--- src/sv/dimc_isqrt_pipe.sv ---
// Pipelined floor square root, one root bit per register stage, with a
// sideband word carried alongside. No package dependencies.
module dimc_isqrt_pipe #(
  parameter int IN_W = 38,
  parameter int SB_W = 1
) (
  input  logic              clk_i,
  input  logic              rst_ni,
  input  logic              en_i,
  input  logic              valid_i,
  input  logic [IN_W-1:0]   rad_i,
  input  logic [SB_W-1:0]   sb_i,
  output logic              valid_o,
  output logic [IN_W/2-1:0] root_o,
  output logic [SB_W-1:0]   sb_o
);

  localparam int N  = IN_W / 2;
  localparam int RW = N + 2;

  logic [RW-1:0]   rem_q  [N];
  logic [N-1:0]    root_q [N];
  logic [IN_W-1:0] rad_q  [N];
  logic [SB_W-1:0] sb_q   [N];
  logic            vld_q  [N];

  for (genvar k = 0; k < N; k++) begin : g_stage
    logic [RW-1:0]   rem_in;
    logic [N-1:0]    root_in;
    logic [IN_W-1:0] rad_in;
    logic [SB_W-1:0] sb_in;
    logic            vld_in;
    logic [RW-1:0]   rem_sh;
    logic [RW-1:0]   trial;
    logic            ge;
    logic [RW-1:0]   rem_d;
    logic [N-1:0]    root_d;

    if (k == 0) begin : g_first
      assign rem_in  = '0;
      assign root_in = '0;
      assign rad_in  = rad_i;
      assign sb_in   = sb_i;
      assign vld_in  = valid_i;
    end else begin : g_next
      assign rem_in  = rem_q[k-1];
      assign root_in = root_q[k-1];
      assign rad_in  = rad_q[k-1];
      assign sb_in   = sb_q[k-1];
      assign vld_in  = vld_q[k-1];
    end

    // bring down the next two radicand bits, try (2*root)*2 + 1
    always_comb begin
      rem_sh = {rem_in[RW-3:0], rad_in[IN_W-1 -: 2]};
      trial  = {root_in, 2'b01};
      ge     = (rem_sh >= trial);
      rem_d  = ge ? (rem_sh - trial) : rem_sh;
      root_d = {root_in[N-2:0], ge};
    end

    always_ff @(posedge clk_i or negedge rst_ni) begin
      if (!rst_ni) begin
        vld_q[k] <= 1'b0;
      end else if (en_i) begin
        vld_q[k] <= vld_in;
      end
    end

    always_ff @(posedge clk_i) begin
      if (en_i) begin
        rem_q[k]  <= rem_d;
        root_q[k] <= root_d;
        rad_q[k]  <= rad_in << 2;
        sb_q[k]   <= sb_in;
      end
    end
  end

  assign valid_o = vld_q[N-1];
  assign root_o  = root_q[N-1];
  assign sb_o    = sb_q[N-1];

endmodule

--- config.mk ---
export PLATFORM = sky130hd
export DESIGN_NAME = dimc_isqrt_pipe
export DESIGN_NICKNAME = d
export VERILOG_FILES = /design/src/sv/dimc_isqrt_pipe.sv
export SDC_FILE = /design/constraint.sdc
export NUM_CORES = 1
export LEC_CHECK = 0
export ABC_AREA = 1
export BUFFER_PORTS_ARGS = -buffer_cell sky130_fd_sc_hd__buf_2
export CAP_MARGIN = 0
export CORE_AREA = 2 2 341 343
export CTS_BUF_LIST = sky130_fd_sc_hd__clkbuf_16
export DETAILED_ROUTE_END_ITERATION = 12
export DIE_AREA = 0 0 343 345
export PLACE_DENSITY = 0.58
export SYNTH_ARGS = -nofsm -noshare
export SYNTH_HDL_FRONTEND = slang
export SYNTH_SLANG_ARGS = --single-unit
export TNS_END_PERCENT = 20
--- constraint.sdc ---
create_clock -name clk_i -period 2.8 [get_ports clk_i]
set_input_delay 0.42 -clock clk_i [delete_from_list [all_inputs] [get_ports clk_i]]
set_output_delay 0.42 -clock clk_i [all_outputs]
set_load 0.005 [all_outputs]
==> flow_summary.json <==
{
  "status": "finished, final reports clean",
  "synth_xor_area_frac": 0.0267,
  "cts.clk_slew.worst_paths_ps": 60,
  "grt_setup_unrepaired": "false",
  "fin_setup_tns_ps": 0,
  "grt_pass1_wl_um": 162000,
  "syn_to_final_growth_pct": 13.7,
  "yosys.area_share.simple": 0.217,
  "antenna_found_initial": 0,
  "synth-seq-cells": 890,
  "ctsHtreeMaxLevel": 3,
  "critPathBufInv": 1,
  "maxSlewHeadroom": 0.575,
  "top_layer": "met4",
  "wl_per_cell_um": 15.2,
  "cp-end-kind": "flop",
  "rows": 125,
  "slowest_stage": "edfxtp_1",
  "cts_sinks": 890,
  "gr-total-overflow": 0,
  "clock.fmax_mhz": 402,
  "p_leak_nw": 22.8,
  "hold_viol_final": 0,
  "power_density_nw_per_um2": 720,
  "post_cts_buffers": 0,
  "num-nets-final": 5200,
  "finalSetupViolCount": 0,
  "syn_area_um2": 45600,
  "portBuffers": 63,
  "critPathMaxFanout": 24,
  "worst_slack_ps": 311,
  "max_cap_violations": 0,
  "dp_slack_ps": 351,
  "synth_nets": 4984,
  "cpPeakStageDelay_ps": 420,
  "synthMuxAreaShare": 0.000247,
  "hold_buffers": 42,
  "yosysMostFrequentCell": "nand2_1",
  "synth_top_family_by_area": "simple AND/OR/NAND/NOR gates",
  "yosys_warnings": 0,
  "synth_edf_count": 871,
  "timing.hold.ws_ps": 110,
  "start_util": 0.396,
  "vias": 31100,
  "tightest_slew_ps": 631,
  "arrival_ps": 2890,
  "cts_tree": "yes",
  "grt_max_degree": 91,
  "postRouteAntennaNets": 0,
  "place_area_um2": 48100,
  "fin_area_um2": 51800,
  "yosysSeqAreaShare": 0.584,
  "wirelength_met1_um": 46500,
  "place_congestion": 0.901,
  "die-area_um2": 118000,
  "drt_iter0_markers": 2018,
  "grt_util_all_layers": 0.170,
  "pin_count": 64,
  "wl_um": 99900,
  "skew_ps": 69.2,
  "yosysTopAreaCell": "edfxtp_1",
  "criticalPathCategory": "reg -> reg",
  "dpl.hpwl_um": 74800,
  "cts_buffer_depth": 3,
  "ys_top_cells_by_area": "edfxtp_1, nand2_1, inv_1, ha_1, nor2_1",
  "hp-class": "in -> reg",
  "via_per_inst": 4.75,
  "drtPass1Iterations": 6,
  "syn_avg_cell_area_um2": 9.63,
  "drc": 0,
  "maxSlewViolCount": 0,
  "post_cts_resized": 0,
  "min_period_over_period": 0.889,
  "path_cells": "ha_1 -> nand2_1 -> nand2_1 -> inv_1 -> o21ai_0 -> a21oi_1 -> nand2_2 -> nor2_8 -> a21oi_1",
  "p_total_w": 0.0373,
  "synthTopCellsByCount": "nand2_1, edfxtp_1, inv_1, nor2_1, nand3_1",
  "grt_pass1_vias": 30400,
  "required_ps": 3200,
  "yosys_most_used_dff": "edfxtp_1",
  "cts_root_buf": "clkbuf_16",
  "dr_wl_met2_um": 47100,
  "netlist_instances": 4731,
  "die_h_um": 345,
  "layout-drive-gt1-share": 0.0760,
  "critPathTopFamily": "simple AND/OR/NAND/NOR gates",
  "diodes": 0,
  "met3_length_um": 4130,
  "start_kind": "flop",
  "synth_top_area_share": 0.574,
  "coreArea_um2": 115000,
  "min_period_ps": 2490,
  "peakVddDrop_v": 0.000563,
  "die_w_um": 343,
  "synthAdderAreaFrac": 0.0576,
  "async_flop_share": 0.0213,
  "clk_latency_ps": 730,
  "synth-compound-area-share": 0.0466,
  "synth.distinct_cells": 51,
  "cts_buffers": 98
}
## report_power, final
part / leakage, nW / total [W] / switching (W) / internal (W)
Sequential: 8.58 / 0.0172 / 0.000857 / 0.0164
Clock: 1.66 / 0.0132 / 0.00540 / 0.00775
Combinational: 12.5 / 0.00691 / 0.00448 / 0.00243
Total: 22.8 / 0.0373 / 0.0107 / 0.0266
## worst paths after layout
kind	slack, ps	end	from	cells past startpoint
setup / recovery	310	rem_q[10][14]	rem_q[9][4]	9
hold / removal	110	rad_q[1][3]	en_i	1
setup reg to reg	310	rem_q[10][14]	rem_q[9][4]	9
hold reg to reg	390	rad_q[6][30]	rad_q[5][28]	0
max in group asynchronous	2330	g_stage[10].vld_in	rst_ni	2
min in group asynchronous	170	g_stage[1].vld_in	rst_ni	2
## worst register-to-register path, stage by stage, from the launching register on
cell and delay [ps]:
edfxtp_1 420, ha_1 380, nand2_1 90, nand2_1 90, inv_1 80, o21ai_0 100
a21oi_1 310, nand2_2 160, nor2_8 370, a21oi_1 170
## registers in the layout, indices dropped and copies added, names as in the netlist
signal / cells
rem_q: 320
rad_q: 342
sb_q: 19
g_stage.vld_in: 18
root_q: 190
valid_o: 1
## cell families (layout without fill, tap and decap cells)
group           Yosys count  count (layout)
compound gates          386             386
xor+xnor                139             139
fa+ha+maj               210             210
buf+inv                 772            1070
flops                   890             890
mux                       1               1
other cells               1               1
simple gates           2332            2332
## routing by layer
layer | global-route usage | vias to the layer above
met5 | 0 | -
met4 | 0.0495 | 0
met3 | 0.0241 | 136
met2 | 0.280 | 549
met1 | 0.234 | 14400
li1 | - | 16000
## metrics by stage
step,util,std cells
3_3_place_gp,0.418,6329
3_5_place_dp,0.418,6329
6_report,0.450,6553
4_1_cts,0.450,6553
5_1_grt,0.450,6553
2_1_floorplan,-,4731
## cell usage in the layout (no fill, tap or decap), types with 19 or more instances in the layout
cell,count
edfxtp_1,871
buf_4,33
dlygate4sd3_1,42
nand3b_1,56
clkbuf_16,99
inv_1,735
nand3_1,272
xnor2_1,55
clkinv_1,24
o21ai_1,20
xor2_1,84
buf_2,62
ha_1,210
dfrtp_1,19
nand4_1,50
nor2_1,396
nand2_1,1420
o21ai_0,130
nand2_2,32
a21oi_1,181
nor3_1,38
## area by class of cell
cell class / count / area [µm²]
Clock buffer: 99 / 2480
Sequential cell: 890 / 26600
Timing Repair Buffer: 155 / 1330
Multi-Input combinational cell: 3069 / 15900
Inverter: 733 / 2750
Fill cell: 11000 / 63300
Tap cell: 1524 / 1910
Clock inverter: 83 / 853
Power figures use the tool's default switching activity.
